### src/rtl/core/ps2ht_pkg.sv
`default_nettype none

package ps2ht_pkg;

   // timing register widths and reset values
   localparam int unsigned TICK_W = 16;
   localparam logic [TICK_W-1:0] INHIBIT_RESET = 16'd5000;
   localparam logic [TICK_W-1:0] HOLD_RESET    = 16'd500;

   // configuration register indexes
   localparam int unsigned CSR_INDEX_W = 8;
   localparam logic [CSR_INDEX_W-1:0] CSR_INHIBIT_TICKS    = 8'd0;
   localparam logic [CSR_INDEX_W-1:0] CSR_START_HOLD_TICKS = 8'd1;

   // stream widths
   localparam int unsigned REQ_DATA_W = 16;
   localparam int unsigned RSP_DATA_W = 16;

   // frame bit counter limits
   localparam logic [3:0] DATA_BITS = 4'd8;
   localparam logic [3:0] PARITY_POS = 4'd9;
   localparam logic [3:0] STOP_POS   = 4'd10;

   typedef enum logic [3:0] {
      PH_RX_START   = 4'd0,
      PH_RX_DATA    = 4'd1,
      PH_RX_PARITY  = 4'd2,
      PH_RX_STOP    = 4'd3,
      PH_RX_END     = 4'd4,
      PH_TX_INHIBIT = 4'd5,
      PH_TX_HOLD    = 4'd6,
      PH_TX_BITS    = 4'd7,
      PH_TX_STOP    = 4'd8,
      PH_TX_ACKDATA = 4'd9,
      PH_TX_ACKCLK  = 4'd10,
      PH_TX_RELEASE = 4'd11
   } phase_type;

   typedef struct packed {
      logic [TICK_W-1:0] inhibit_ticks;
      logic [TICK_W-1:0] start_hold_ticks;
   } cfg_type;

   typedef struct packed {
      logic       operation;
      logic [7:0] tx_byte;
      logic       clk_line;
      logic       data_line;
   } item_type;

   typedef struct packed {
      logic       busy_sending;
      logic       tx_done;
      logic       rx_valid;
      logic [7:0] rx_byte;
      logic       data_drive_low;
      logic       clk_drive_low;
   } result_type;

endpackage

`default_nettype wire

### src/rtl/core/ps2ht_csr.sv
`default_nettype none

module ps2ht_csr (
   input  wire logic                              clock,
   input  wire logic                              reset,
   input  wire logic                              csr_valid,
   output logic                                   csr_ready,
   input  wire logic [ps2ht_pkg::CSR_INDEX_W-1:0] csr_index,
   input  wire logic [ps2ht_pkg::TICK_W-1:0]      csr_data,
   output ps2ht_pkg::cfg_type                     cfg
);
   import ps2ht_pkg::*;

   logic [TICK_W-1:0] inhibit_ff;
   logic [TICK_W-1:0] hold_ff;

   assign csr_ready = 1'b1;

   // writes to unknown indexes are dropped
   always_ff @(posedge clock) begin
      if (reset) begin
         inhibit_ff <= INHIBIT_RESET;
         hold_ff    <= HOLD_RESET;
      end else if (csr_valid) begin
         case (csr_index)
            CSR_INHIBIT_TICKS:    inhibit_ff <= csr_data;
            CSR_START_HOLD_TICKS: hold_ff    <= csr_data;
            default: ;
         endcase
      end
   end

   assign cfg.inhibit_ticks    = inhibit_ff;
   assign cfg.start_hold_ticks = hold_ff;

endmodule

`default_nettype wire

### src/rtl/core/ps2ht_core.sv
`default_nettype none

module ps2ht_core (
   input  wire logic                  clock,
   input  wire logic                  reset,
   input  wire logic                  step,
   input  wire ps2ht_pkg::item_type   item,
   input  wire ps2ht_pkg::cfg_type    cfg,
   output ps2ht_pkg::result_type      result
);
   import ps2ht_pkg::*;

   phase_type         phase_ff, phase_in;
   logic [3:0]        bit_index_ff, bit_index_in;
   logic [7:0]        shift_ff, shift_in;
   logic              parity_ff, parity_in;
   logic [TICK_W-1:0] timer_ff, timer_in;
   logic              last_clk_ff;
   logic [7:0]        held_rx_ff, held_rx_in;
   logic              rx_valid, tx_done;

   logic              fall;
   logic [3:0]        bit_next;
   logic [TICK_W-1:0] timer_inc;

   // data level driven during the bit phase, 1 pulls the line low
   function automatic logic tx_data_low(input logic [3:0] bi, input logic [7:0] sr,
                                        input logic par);
      logic [2:0] idx;
      logic       low;
      idx = 3'(bi - 4'd1);
      if (bi == 4'd0)
         low = 1'b1;
      else if (bi inside {[4'd1:DATA_BITS]})
         low = ~sr[idx];
      else if (bi == PARITY_POS)
         low = ~par;
      else
         low = 1'b0;
      return low;
   endfunction

   assign fall      = last_clk_ff & ~item.clk_line;
   assign bit_next  = bit_index_ff + 4'd1;
   assign timer_inc = (timer_ff != '1) ? timer_ff + 1'b1 : timer_ff;

   // next state
   always_comb begin
      phase_in     = phase_ff;
      bit_index_in = bit_index_ff;
      shift_in     = shift_ff;
      parity_in    = parity_ff;
      timer_in     = timer_ff;
      held_rx_in   = held_rx_ff;
      rx_valid     = 1'b0;
      tx_done      = 1'b0;
      if (item.operation && (phase_ff inside {PH_RX_START, PH_RX_DATA, PH_RX_PARITY,
                                              PH_RX_STOP, PH_RX_END})) begin
         // host wins over a partial incoming frame
         phase_in     = PH_TX_INHIBIT;
         timer_in     = '0;
         shift_in     = item.tx_byte;
         parity_in    = 1'b1;
         bit_index_in = '0;
      end else begin
         case (phase_ff)
            PH_RX_DATA: begin
               if (fall) begin
                  shift_in     = {item.data_line, shift_ff[7:1]};
                  bit_index_in = bit_next;
                  if (bit_next >= DATA_BITS) phase_in = PH_RX_PARITY;
               end
            end
            PH_RX_PARITY: if (fall) phase_in = PH_RX_STOP;
            PH_RX_STOP:   if (fall) phase_in = PH_RX_END;
            PH_RX_END: begin
               if (item.clk_line) begin
                  held_rx_in = shift_ff;
                  rx_valid   = 1'b1;
                  phase_in   = PH_RX_START;
               end
            end
            PH_TX_INHIBIT: begin
               timer_in = timer_inc;
               if (timer_inc >= cfg.inhibit_ticks) begin
                  phase_in = PH_TX_HOLD;
                  timer_in = '0;
               end
            end
            PH_TX_HOLD: begin
               timer_in = timer_inc;
               if (timer_inc >= cfg.start_hold_ticks) begin
                  phase_in     = PH_TX_BITS;
                  timer_in     = '0;
                  bit_index_in = '0;
               end
            end
            PH_TX_BITS: begin
               if (fall) begin
                  bit_index_in = bit_next;
                  if (bit_next <= DATA_BITS)
                     parity_in = parity_ff ^ shift_ff[3'(bit_next - 4'd1)];
                  else if (bit_next >= STOP_POS)
                     phase_in = PH_TX_STOP;
               end
            end
            PH_TX_STOP:    if (item.clk_line) phase_in = PH_TX_ACKDATA;
            PH_TX_ACKDATA: if (!item.data_line) phase_in = PH_TX_ACKCLK;
            PH_TX_ACKCLK:  if (!item.clk_line) phase_in = PH_TX_RELEASE;
            PH_TX_RELEASE: begin
               if (item.clk_line && item.data_line) begin
                  tx_done  = 1'b1;
                  phase_in = PH_RX_START;
               end
            end
            default: begin
               // wait for start bit
               if (fall) begin
                  phase_in     = PH_RX_DATA;
                  bit_index_in = '0;
                  shift_in     = '0;
               end
            end
         endcase
      end
   end

   // line drives follow the updated phase
   always_comb begin
      result.clk_drive_low  = 1'b0;
      result.data_drive_low = 1'b0;
      case (phase_in)
         PH_TX_INHIBIT: result.clk_drive_low = 1'b1;
         PH_TX_HOLD: begin
            result.clk_drive_low  = 1'b1;
            result.data_drive_low = 1'b1;
         end
         PH_TX_BITS: result.data_drive_low = tx_data_low(bit_index_in, shift_in, parity_in);
         default: ;
      endcase
      result.rx_byte      = held_rx_in;
      result.rx_valid     = rx_valid;
      result.tx_done      = tx_done;
      result.busy_sending = (phase_in >= PH_TX_INHIBIT);
   end

   always_ff @(posedge clock) begin
      if (reset) begin
         phase_ff     <= PH_RX_START;
         bit_index_ff <= '0;
         shift_ff     <= '0;
         parity_ff    <= 1'b1;
         timer_ff     <= '0;
         last_clk_ff  <= 1'b1;
         held_rx_ff   <= '0;
      end else if (step) begin
         phase_ff     <= phase_in;
         bit_index_ff <= bit_index_in;
         shift_ff     <= shift_in;
         parity_ff    <= parity_in;
         timer_ff     <= timer_in;
         last_clk_ff  <= item.clk_line;
         held_rx_ff   <= held_rx_in;
      end
   end

endmodule

`default_nettype wire

### src/rtl/core/ps2_host_transceiver.sv
// a result passes the input register and then the result register on its way out;
//    the port state advances as the item leaves the input register
// throughput: one sample tick per cycle, as long as the result side does not stall
// reset: synchronous, active high; timing registers return to 5000 and 500 ticks,
//    the port returns to waiting for a start bit with no byte held
`default_nettype none

module ps2_host_transceiver (
   input  wire logic                              clock,
   input  wire logic                              reset,
   // request stream
   input  wire logic                              req_tvalid,
   output logic                                   req_tready,
   input  wire logic [ps2ht_pkg::REQ_DATA_W-1:0]  req_tdata,  // tx_byte, clk_line, data_line
   input  wire logic                              req_tuser,  // operation
   // result stream
   output logic                                   rsp_tvalid,
   input  wire logic                              rsp_tready,
   // clk_drive_low, data_drive_low, rx_byte, rx_valid, tx_done, busy_sending
   output logic [ps2ht_pkg::RSP_DATA_W-1:0]       rsp_tdata,
   // configuration writes
   input  wire logic                              csr_valid,
   output logic                                   csr_ready,
   input  wire logic [ps2ht_pkg::CSR_INDEX_W-1:0] csr_index,
   input  wire logic [ps2ht_pkg::TICK_W-1:0]      csr_data
);
   import ps2ht_pkg::*;

   cfg_type    cfg;
   item_type   item_ff, item_in;
   logic       in_valid_ff;
   result_type result;
   result_type rsp_ff;
   logic       rsp_valid_ff;
   logic       advance;

   // item moves from input register to result register when the latter frees up
   assign advance    = in_valid_ff & (~rsp_valid_ff | rsp_tready);
   assign req_tready = ~in_valid_ff | advance;

   // unpack request transfer
   assign item_in.operation = req_tuser;
   assign item_in.tx_byte   = req_tdata[7:0];
   assign item_in.clk_line  = req_tdata[8];
   assign item_in.data_line = req_tdata[9];

   ps2ht_csr u_csr (
      .clock     (clock),
      .reset     (reset),
      .csr_valid (csr_valid),
      .csr_ready (csr_ready),
      .csr_index (csr_index),
      .csr_data  (csr_data),
      .cfg       (cfg)
   );

   // port state machine, stepped once per item
   ps2ht_core u_core (
      .clock  (clock),
      .reset  (reset),
      .step   (advance),
      .item   (item_ff),
      .cfg    (cfg),
      .result (result)
   );

   // input register
   always_ff @(posedge clock) begin
      if (reset) begin
         in_valid_ff <= 1'b0;
      end else if (req_tready) begin
         in_valid_ff <= req_tvalid;
      end
   end

   always_ff @(posedge clock) begin
      if (req_tready && req_tvalid) begin
         item_ff <= item_in;
      end
   end

   // result register
   always_ff @(posedge clock) begin
      if (reset) begin
         rsp_valid_ff <= 1'b0;
      end else if (advance) begin
         rsp_valid_ff <= 1'b1;
      end else if (rsp_tready) begin
         rsp_valid_ff <= 1'b0;
      end
   end

   always_ff @(posedge clock) begin
      if (advance) begin
         rsp_ff <= result;
      end
   end

   assign rsp_tvalid = rsp_valid_ff;
   // pack result, first field in bit 0, zero fill to 16 bits
   assign rsp_tdata  = {3'b000, rsp_ff.busy_sending, rsp_ff.tx_done, rsp_ff.rx_valid,
                        rsp_ff.rx_byte, rsp_ff.data_drive_low, rsp_ff.clk_drive_low};

endmodule

`default_nettype wire

### config.mk
export PLATFORM = sky130hd
export DESIGN_NAME = ps2_host_transceiver
export DESIGN_NICKNAME = d
export VERILOG_FILES = /design/src/rtl/core/ps2ht_pkg.sv /design/src/rtl/core/ps2ht_csr.sv /design/src/rtl/core/ps2ht_core.sv /design/src/rtl/core/ps2_host_transceiver.sv
export SDC_FILE = /design/constraint.sdc
export NUM_CORES = 1
export LEC_CHECK = 0
export BUFFER_PORTS_ARGS = -buffer_cell sky130_fd_sc_hd__clkbuf_2
export CAP_MARGIN = 20
export CORE_MARGIN = 2
export CORE_UTILIZATION = 60
export DETAILED_ROUTE_END_ITERATION = 7
export GPL_ROUTABILITY_DRIVEN = 0
export PLACE_DENSITY_LB_ADDON = 0.08
export SYNTH_ARGS = -nofsm -noshare
export SYNTH_HDL_FRONTEND = slang
export SYNTH_SLANG_ARGS = --single-unit
export TNS_END_PERCENT = 5
### constraint.sdc
create_clock -name clock -period 6.1 [get_ports clock]
set_input_delay 0.305 -clock clock [delete_from_list [all_inputs] [get_ports clock]]
set_output_delay 0.305 -clock clock [all_outputs]
set_load 0.05 [all_outputs]
==> metrics, run 1 <==
achievable frequency=0.1778 GHz; H-tree Lvls=3; ANT nets after route=0; initial antenna violation count=0; RSZ-0062 raised after global routing=no; Initial Util=0.6190; Worst Tran Pin Value=0.8223 ns; critical path endpoint category=flop; vias in the first global route=4907; Clock Sink Count=100; Clock Latency Late Sink=0.40 ns; count leader, synth=nor2_1; Leakage=0.002747 µW; global route total overflow=0; Post-CTS Resized=0; Boundary Pins=65; Clock Tree Root=clkbuf_8; Post-Route WL=14.15 mm; async set-or-reset flop fraction in the synthesized netlist=0; Final setup violation count=0; port bufs=54; Hold Crit Class=primary input to flop; ratio of cells with drive above 1 in the final layout=0.1444; Final WS setup=0.4744 ns; area leader, netlist=dfxtp_1; DRC=0; commonest cells in the netlist=nor2_1, dfxtp_1, a21oi_1, inv_1, nand2_1; Crit Path Max Fanout=8; Initial DRC Count=440; DP Worst Slack=0.5584 ns; clock buffer count from CTS=9; critical path class=flop to flop; buffer levels on the longest clock path=2; post-DR wirelength/cell=16.19 µm; post-DP HPWL=10.10 mm; TNS Setup=0 ns; Total GRT Usage=0.2641; Core Region=0.009774 mm²; Area Growth Syn to Fin=8.540%; Synth Warn #=0; largest net degree at the start of global routing=77; P per Cell Area=206.7 mW/mm²; Peak VDD IR=207.7 µV; Yosys reg bits=100; Synth Instances=702; Syn Area/Cell=8.619 µm²; Clock transition at path regs=0.11 ns; nets@finish=825; ANT cells=0; Die X=104.4 µm; ys flop type=dfxtp_1; Die H=104.4 µm; max-slew violation count=0; # rows=36; DR vias/cell=6.030; Fin. Hold Viols=0; synth top area cells=dfxtp_1, edfxtp_1, ha_1; CP Data Required Time=6.26 ns; library cells used by synthesis=79; Setup Skew=0.01900 ns; Power, Total=1357 µW; DR pass1 iterations=6; cell area after synthesis=0.006051 mm²; Yosys top cell area share=0.2514; Die Area=0.01090 mm²; Slew HR=0.4518; Vias=5270; Final Cycle Share=0.9222; EDFF count, synth=24; first-pass GRT wire length=23.28 mm; Post-CTS Setup Inserts=0; fin crit period=5.626 ns; CP Launch Type=flop; Post-CTS Hold Buffers=0; CTS tree=done; status=completed; post-synthesis sequential area ratio=0.3706; crit path DAT=5.78 ns; Max-Cap Viols=0
[placed cells by master (no fill, tap or decap), types with 11 or more instances in the layout]
cell type / n
nor2_1: 107
dfxtp_1: 76
clkbuf_2: 54
inv_1: 48
a21oi_1: 48
nand2_1: 44
ha_1: 43
mux2i_1: 25
edfxtp_1: 24
o21ai_0: 23
nand3_1: 17
nor3_1: 16
a22oi_1: 13
a211o_1: 12
nand2b_1: 11
[metrics by stage]
step / utilization / hold WS, ns / std cells / instance area (µm²)
after floorplan: - / 0.4039 / 704 / 6058
final: 0.6719 / 0.06861 / 874 / 6568
after global routing: 0.6719 / 0.04860 / 874 / 6568
after detailed placement: 0.6480 / 0.4504 / 856 / 6334
after CTS: 0.6688 / 0.05973 / 872 / 6538
after global placement: 0.6480 / 0.4460 / 856 / 6334
[report_power, final]
group | leakage, µW | switching, µW | internal (µW) | total, µW
clock network | 0.0000994 | 272 | 163 | 435
registers | 0.000847 | 18.4 | 700 | 718
logic | 0.00180 | 133 | 71.6 | 204
[layout make-up]
class	instances	area (µm²)
well taps	133	166.4
fillers	838	3207
multi-input cells	516	3441
clock inverters	7	80.08
clock buffers	9	123.9
flip-flops and latches	100	2242
repair buffers	60	330.3
inverters	49	183.9
[final timing paths]
check                     startpoint  slack (ns)               end  cells after the start
hold / removal          req_tdata[9]        0.07        item_ff[0]                      1
hold reg to reg     u_csr.hold_ff[6]        0.47  u_csr.hold_ff[6]                      1
setup reg to reg  u_core.timer_ff[6]        0.47      rsp_tdata[1]                     19
setup / recovery  u_core.timer_ff[6]        0.47      rsp_tdata[1]                     19
[layer usage]
metal  vias to the layer above  global-route usage  routed length [µm]
met1                      2475              0.3625                6478
met4                         0             0.09073                 293
met5                         -                   0                   0
met2                       204              0.4104                6392
met3                        27             0.05952                 987
li1                       2564                   -                   -
[worst max-delay path, cell delays in order (launching register included)]
cell      delay (ns)
dfxtp_1         0.43
and4_1          0.28
nand4_1         0.22
or4_1           0.73
nand2b_1        0.24
nor2_1          0.07
xor2_1          0.18
ha_1            0.33
nand4_1         0.13
or4_1           0.51
o32a_1          0.37
a21oi_1         0.27
o21ai_0         0.13
a21oi_1         0.17
nand2b_1        0.19
ha_1            0.32
or2_2           0.32
a21o_2          0.19
a31oi_1         0.17
o32ai_2         0.11
[registers in the layout (all words and copies together) (netlist names), 4 cells and up]
signal               count
item_ff                 11
rsp_tdata               13
u_core.bit_index_ff      4
u_core.held_rx_ff        8
u_core.phase_ff          4
u_core.shift_ff          8
u_core.timer_ff         16
u_csr.hold_ff           16
u_csr.inhibit_ff        16
[cells by family (layout without fill, tap and decap cells)]
kind of cell,Yosys count,after routing,synth area share
muxes,36,36,0.06555
AOI/OAI and AO/OA,162,162,0.1867
adders and majority gates,43,43,0.08892
xor gates and xnor gates,15,15,0.02171
other,2,4,0.001241
buffers and inverters,88,125,0.06245
and+or+nand+nor,256,256,0.2029
DFF,100,100,0.3706
Power figures use the tool's default switching activity.
==> run 2, diff against run 1 <==
CELL_PAD_IN_SITES_DETAIL_PLACEMENT = 2   (was unset)
CELL_PAD_IN_SITES_GLOBAL_PLACEMENT = 2   (was unset)
CORE_UTILIZATION = 36   (was 60)
==> run 2 against run 1 <==
Compared with the run above:
- die area increased by 64%
- non-clock buffer count increased by 3
- final area increased by 4.0%
- sequential cell count unchanged
- largest cell class unchanged
- largest power group unchanged
==> metrics, run 2 (synthesis results as in run 1) <==
status=completed (unchanged); CTS tree=done (unchanged); met1 GRT Util=0.3193 (was 0.3625); internal power=1098 µW (was 934.4 µW); Area Growth Syn to Fin=12.90% (was 8.540%); RSZ-0062 raised after global routing=no (unchanged); first-pass GRT wire length=31.29 mm (was 23.28 mm); DRC=0 (unchanged); final instance area=0.006832 mm² (was 0.006568 mm²); Max-Cap Viols=0 (unchanged); Post-CTS Resized=0 (unchanged); CP startpoint=u_core.timer_ff[5] (was u_core.timer_ff[6]); Initial Util=0.3662 (was 0.6190); Post-CTS Setup Inserts=0 (unchanged); ratio of cells with drive above 1 in the final layout=0.1519 (was 0.1444); largest net degree at the start of global routing=77 (unchanged); port bufs=54 (unchanged); Largest regs=u_core.timer_ff: 16 flops, u_csr.hold_ff: 16 flops, u_csr.inhibit_ff: 16 flops (unchanged); Post-Route WL=18.95 mm (was 14.15 mm); Worst Tran Pin Value=0.8492 ns (was 0.8223 ns); Final Cycle Share=0.9375 (was 0.9222); Slowest-stage cell, CP=or4_4 (was or4_1); Clock Tree Root=clkbuf_16 (was clkbuf_8); ANT nets after route=0 (unchanged); Clock Latency Late Sink=0.35 ns (was 0.40 ns); Vias=5311 (was 5270); combinational power share=0.140 (was 0.151); NetSw=452.2 µW (was 423.1 µW); Setup Skew=0.009178 ns (was 0.01900 ns); CP Data Required Time=6.21 ns (was 6.26 ns); P per Cell Area=226.9 mW/mm² (was 206.7 mW/mm²); H-tree Lvls=3 (unchanged); hold path start=req_tdata[1] (was req_tdata[9]); sw frac=0.2917 (was 0.3117); clock buffer count from CTS=9 (unchanged); Clock transition at path regs=0.08 ns (was 0.11 ns); global route total overflow=0 (unchanged); post-DR wirelength/cell=19.66 µm (was 16.19 µm); critical path endpoint category=flop (unchanged); critical path class=flop to flop (unchanged); max-slew violation count=0 (unchanged); ANT cells=0 (unchanged); Fin. Hold Viols=0 (unchanged); Peak VDD IR=137.7 µV (was 207.7 µV); Clock Sink Count=100 (unchanged); Leakage=0.002819 µW (was 0.002747 µW); worst r2r src=u_core.timer_ff[5] (was u_core.timer_ff[6]); Die H=133.6 µm (was 104.4 µm); commonest non-fill, non-tap cell in the layout=nor2_1 (unchanged); Hold Crit Class=primary input to flop (unchanged); Crit Path Max Fanout=8 (unchanged); # rows=47 (was 36); Die Area=0.01786 mm² (was 0.01090 mm²); TNS Setup=0 ns (unchanged); crit path DAT=5.83 ns (was 5.78 ns); Die X=133.6 µm (was 104.4 µm); CP Launch Type=flop (unchanged); achievable frequency=0.1749 GHz (was 0.1778 GHz); fin crit period=5.719 ns (was 5.626 ns); post-DP HPWL=14.05 mm (was 10.10 mm); max incr delay on CP=0.66 ns (was 0.73 ns); buffer levels on the longest clock path=2 (unchanged); DR vias/cell=5.509 (was 6.030); met3 Use GR=0.02359 (was 0.05952); GR peak layer=met2 (unchanged); Clk pwr share=0.396 (was 0.320); Final setup violation count=0 (unchanged); Total GRT Usage=0.2218 (was 0.2641); nets@finish=828 (was 825); Power, Total=1550 µW (was 1357 µW); Initial DRC Count=257 (was 440); Boundary Pins=65 (unchanged); critical path cell sequence=and4_1 > nand4_1 > or4_4 > nand2b_1 > nor2_1 > xor2_1 > ha_1 > nand4_1 > or4_1 > o32a_1 > a21oi_1 > o21ai_0 > a21oi_1 > nand2b_1 > ha_1 > or2_2 > a21o_2 > a31oi_1 > o32ai_2 (was and4_1 > nand4_1 > or4_1 > nand2b_1 > nor2_1 > xor2_1 > ha_1 > nand4_1 > or4_1 > o32a_1 > a21oi_1 > o21ai_0 > a21oi_1 > nand2b_1 > ha_1 > or2_2 > a21o_2 > a31oi_1 > o32ai_2); vias in the first global route=5748 (was 4907); Post-CTS Hold Buffers=0 (unchanged); Core Region=0.01652 mm² (was 0.009774 mm²); Flop pwr share=0.464 (was 0.529); commonest cells after routing, fill and taps aside=nor2_1, dfxtp_1, clkbuf_2 (unchanged); M2 GR Usage=0.3591 (was 0.4104); DR pass1 iterations=4 (was 6); Slew HR=0.4339 (was 0.4518); area post-placement=0.006485 mm² (was 0.006334 mm²); initial antenna violation count=0 (unchanged)
## run 2: changes by cell type in the layout (fill, tap and decap cells not counted), moves of 2 or more
cell,delta
clkbuf_16,+9
clkbuf_8,-9
buf_4,+3
clkinv_8,-2
## run 2: power groups by stage
stage / logic [µW] / clock network (µW) / registers, µW
2_1_floorplan: 141 / 0 / 743
3_3_place_gp: 206 / 0 / 733
6_report: 217 / 613 / 720
3_5_place_dp: 215 / 0 / 735
4_1_cts: 218 / 632 / 720
5_1_grt: 236 / 661 / 723
## run 2: layout make-up
type                    count  area, µm²
fillers                  1869       9693
multi-input cells         516       3457
flip-flops and latches    100       2242
repair buffers             63      365.4
well taps                 220      275.3
clock buffers               9      225.2
inverters                  49      183.9
clock inverters             7      82.58
## run 2: worst paths after layout
path	endpoint	slack (ns)	cells after the start
worst max-delay path	rsp_tdata[1]	0.38	19
worst min-delay path	item_ff[3]	0.13	1
worst max register to register	rsp_tdata[1]	0.38	19
worst min register to register	u_csr.hold_ff[8]	0.48	1
## run 2: critical path, delay by kind of cell (launching register included)
| kind | cells | cell delay [ns] |
|---|---|---|
| and+or+nand+nor | 9 | 2.67 |
| xor gates and xnor gates | 1 | 0.20 |
| DFF | 1 | 0.41 |
| adders and majority gates | 2 | 0.69 |
| AOI/OAI and AO/OA | 7 | 1.50 |
## run 2: metrics by stage
| step | utilization | instances | setup slack (ns) | hold slack [ns] |
|---|---|---|---|---|
| after floorplan | - | 704 | 1.057 | 0.4039 |
| after global placement | 0.3915 | 946 | 0.4897 | 0.4470 |
| after detailed placement | 0.3924 | 947 | 0.2411 | 0.4596 |
| after CTS | 0.4111 | 963 | 0.2084 | 0.1119 |
| after global routing | 0.4134 | 964 | 0.01069 | 0.1055 |
| final | 0.4134 | 964 | 0.3815 | 0.1254 |
## run 2: layer usage
layer,vias to the layer above,part of all wire
met5,-,0
met1,2662,0.51
li1,2568,-
met3,10,0.023
met2,71,0.46
met4,0,0.0083
==> run 3, diff against run 2 <==
SYNTH_HIERARCHICAL = 1   (was unset)
==> run 3 against run 2 <==
Compared with the run above:
- clock power increased by 3%
- combinational power decreased by 12%
- synthesized cell count increased by 3.4%
- sequential power decreased by 2%
- critical path depth unchanged
- global-route usage decreased by 0.88 points
- highest routed layer unchanged
==> metrics, run 3 <==
status=completed (unchanged); Initial Util=0.3635 (was 0.3662); DR pass1 iterations=4 (unchanged); largest net degree at the start of global routing=93 (was 77); first-pass GRT wire length=30.50 mm (was 31.29 mm); Clock Sink Count=100 (unchanged); DR vias/cell=5.433 (was 5.509); Post-CTS Resized=0 (unchanged); ratio of cells with drive above 1 in the final layout=0.1340 (was 0.1519); Max-Cap Viols=0 (unchanged); H-tree Lvls=3 (unchanged); post-DP HPWL=13.94 mm (was 14.05 mm); cell area after synthesis=0.006222 mm² (was 0.006051 mm²); Syn Area/Cell=8.571 µm² (was 8.619 µm²); CTS tree=done (unchanged); max-slew violation count=0 (unchanged); ANT nets after route=0 (unchanged); Yosys reg bits=100 (unchanged); synth top area cells=dfxtp_1, edfxtp_1, mux2i_1 (was dfxtp_1, edfxtp_1, ha_1); Crit path max-delay family=simple AND/OR/NAND/NOR gates (unchanged); Clock Tree Root=clkbuf_16 (unchanged); buffer levels on the longest clock path=2 (unchanged); library cells used by synthesis=77 (was 79); Vias=5357 (was 5311); Yosys top cell area share=0.2445 (was 0.2514); Synth Area in Compound Gates=0.1480 (was 0.1867); TNS Setup=0 ns (unchanged); # rows=48 (was 47); nets@finish=843 (was 828); Post-Route WL=19.05 mm (was 18.95 mm); largest family of logic cells by synthesized area=simple AND/OR/NAND/NOR gates (unchanged); port bufs=54 (unchanged); clock buffer count from CTS=9 (unchanged); critical path cell sequence=ha_1 > nand3_1 > or3_1 > nor2b_1 > or3b_1 > or2_1 > and2_1 > or2_1 > ha_1 > a21o_1 > a221o_1 > a211oi_2 > nand3_1 > or2_4 > a21o_1 > ha_1 > mux2i_1 > mux2_1 > o22ai_2 (was and4_1 > nand4_1 > or4_4 > nand2b_1 > nor2_1 > xor2_1 > ha_1 > nand4_1 > or4_1 > o32a_1 > a21oi_1 > o21ai_0 > a21oi_1 > nand2b_1 > ha_1 > or2_2 > a21o_2 > a31oi_1 > o32ai_2); P per Cell Area=220.8 mW/mm² (was 226.9 mW/mm²); Hold Crit Class=primary input to flop (unchanged); EDFF count, synth=24 (unchanged); Final Cycle Share=0.8798 (was 0.9375); CP Data Required Time=6.21 ns (about the same); CP Launch Type=flop (unchanged); area leader, netlist=dfxtp_1 (unchanged); Post-CTS Hold Buffers=0 (unchanged); Die X=135.5 µm (was 133.6 µm); max incr delay on CP=0.41 ns (was 0.66 ns); commonest cells in the netlist=nor2_1, dfxtp_1, nand2_1, mux2i_1, inv_1 (was nor2_1, dfxtp_1, a21oi_1, inv_1, nand2_1); async set-or-reset flop fraction in the synthesized netlist=0 (unchanged); Initial DRC Count=206 (was 257); mux contribution to synthesized area=0.09813 (was 0.06555); Area Growth Syn to Fin=11.36% (was 12.90%); Clock transition at path regs=0.08 ns (about the same); Worst Tran Pin Value=0.9524 ns (was 0.8492 ns); post-synthesis adder-cell area fraction=0.08245 (was 0.08892); Fin. Hold Viols=0 (unchanged); commonest non-fill, non-tap cell in the layout=nor2_1 (unchanged); Crit Path Max Fanout=8 (unchanged); post-DR wirelength/cell=19.32 µm (was 19.66 µm); commonest cells after routing, fill and taps aside=nor2_1, dfxtp_1, nand2_1 (was nor2_1, dfxtp_1, clkbuf_2); initial antenna violation count=0 (unchanged); buffers and inverters on the worst path=0 (unchanged); achievable frequency=0.1863 GHz (was 0.1749 GHz); fin crit period=5.367 ns (was 5.719 ns); vias in the first global route=5734 (was 5748); DRC=0 (unchanged); global route total overflow=0 (unchanged); Final setup violation count=0 (unchanged); crit path DAT=5.48 ns (was 5.83 ns); Synth Warn #=6 (was 0); Total GRT Usage=0.2130 (was 0.2218); CP dominant cell by count=ha_1; XOR/XNOR Fraction of Synth Area=0.01830 (was 0.02171); Synth Instances=726 (was 702); ys flop type=dfxtp_1 (unchanged); RSZ-0062 raised after global routing=no (unchanged); Finished Core Util=0.4048 (was 0.4134); Post-CTS Setup Inserts=0 (unchanged); Peak VDD IR=150.8 µV (was 137.7 µV); critical path endpoint category=flop (unchanged); Boundary Pins=65 (unchanged); Clock Latency Late Sink=0.36 ns (was 0.35 ns); Die Area=0.01835 mm² (was 0.01786 mm²); Slew HR=0.3651 (was 0.4339); Leakage=0.002866 µW (was 0.002819 µW); area fraction in and, or, nand and nor cells after synthesis=0.2296 (was 0.2029); critical path class=flop to flop (unchanged); Setup Skew=0.01033 ns (was 0.009178 ns); post-synthesis sequential area ratio=0.3603 (was 0.3706); Die H=135.5 µm (was 133.6 µm); count leader, synth=nor2_1 (unchanged); Core Region=0.01712 mm² (was 0.01652 mm²); ANT cells=0 (unchanged); Slowest-stage cell, CP=or3b_1 (was or4_4); Largest regs=u_core/timer_ff: 16 flops, u_csr/hold_ff: 16 flops, u_csr/inhibit_ff: 16 flops (was u_core.timer_ff: 16 flops, u_csr.hold_ff: 16 flops, u_csr.inhibit_ff: 16 flops)
run 3: cell types whose count changed in the layout (fill, tap and decap cells not counted), sizes merged, moves of 6 or more:
| cell | change |
|---|---|
| a211o | -11 |
| nand2 | +19 |
| mux2i | +27 |
| nor2b | +8 |
| a21oi | -13 |
| nor2 | -12 |
| nand2b | +17 |
| nand4 | +6 |
| and2 | +7 |
| or3 | -6 |
run 3: logic make-up (layout without fill, tap and decap cells):
group / after synthesis / count (layout)
adder cells (fa/ha/maj): 41 / 41
flip-flops: 100 / 100
XOR/XNOR: 13 / 13
buffers and inverters: 89 / 122
multiplexers: 58 / 58
AO/OA/AOI/OAI: 136 / 136
other: 2 / 4
AND/OR/NAND/NOR: 287 / 287
run 3: area by class of cell:
cell class / count / area [µm²]
Multi-Input combinational cell: 539 / 3602
Fill cell: 1948 / 10190
Tap cell: 225 / 281.5
Timing Repair Buffer: 60 / 315.3
Sequential cell: 100 / 2242
Inverter: 46 / 172.7
Clock inverter: 7 / 90.09
Clock buffer: 9 / 225.2
run 3: power breakdown:
group	switching (µW)	internal (µW)
logic	128	62.0
clock network	302	331
registers	14.5	693
run 3: final timing paths:
check	startpoint	to	slack [ns]	cells past startpoint
max	u_core/timer_ff[0]	rsp_tdata[1]	0.73	19
min	req_tdata[9]	item_ff[0]	0.12	1
max reg2reg	u_core/timer_ff[0]	rsp_tdata[1]	0.73	19
min reg2reg	u_csr/inhibit_ff[6]	u_csr/inhibit_ff[6]	0.48	2
run 3: through the flow:
step	instances	cell area (µm²)	hold slack (ns)	total power, µW	setup WS [ns]
after floorplan	728	6230	0.3674	853.5	1.372
after global placement	970	6614	0.4593	904.3	0.8200
after detailed placement	970	6614	0.4693	912.4	0.7303
after CTS	986	6929	0.1026	1550	0.7114
after global routing	986	6929	0.1082	1591	0.4086
final	986	6929	0.1195	1530	0.7334
run 3: metal layers:
| layer | track usage | share of wire |
|---|---|---|
| met4 | 0.06192 | 0.011 |
| met5 | 0 | 0 |
| met3 | 0.02619 | 0.022 |
| met2 | 0.3517 | 0.47 |
| met1 | 0.2934 | 0.50 |
run 3: worst register-to-register path: cells and delay by family (launching register included):
kind / cells / cell delay [ns]
compound gates: 5 / 1.14
fa+ha+maj: 3 / 1.02
flops: 1 / 0.36
mux: 2 / 0.43
simple gates: 9 / 2.20
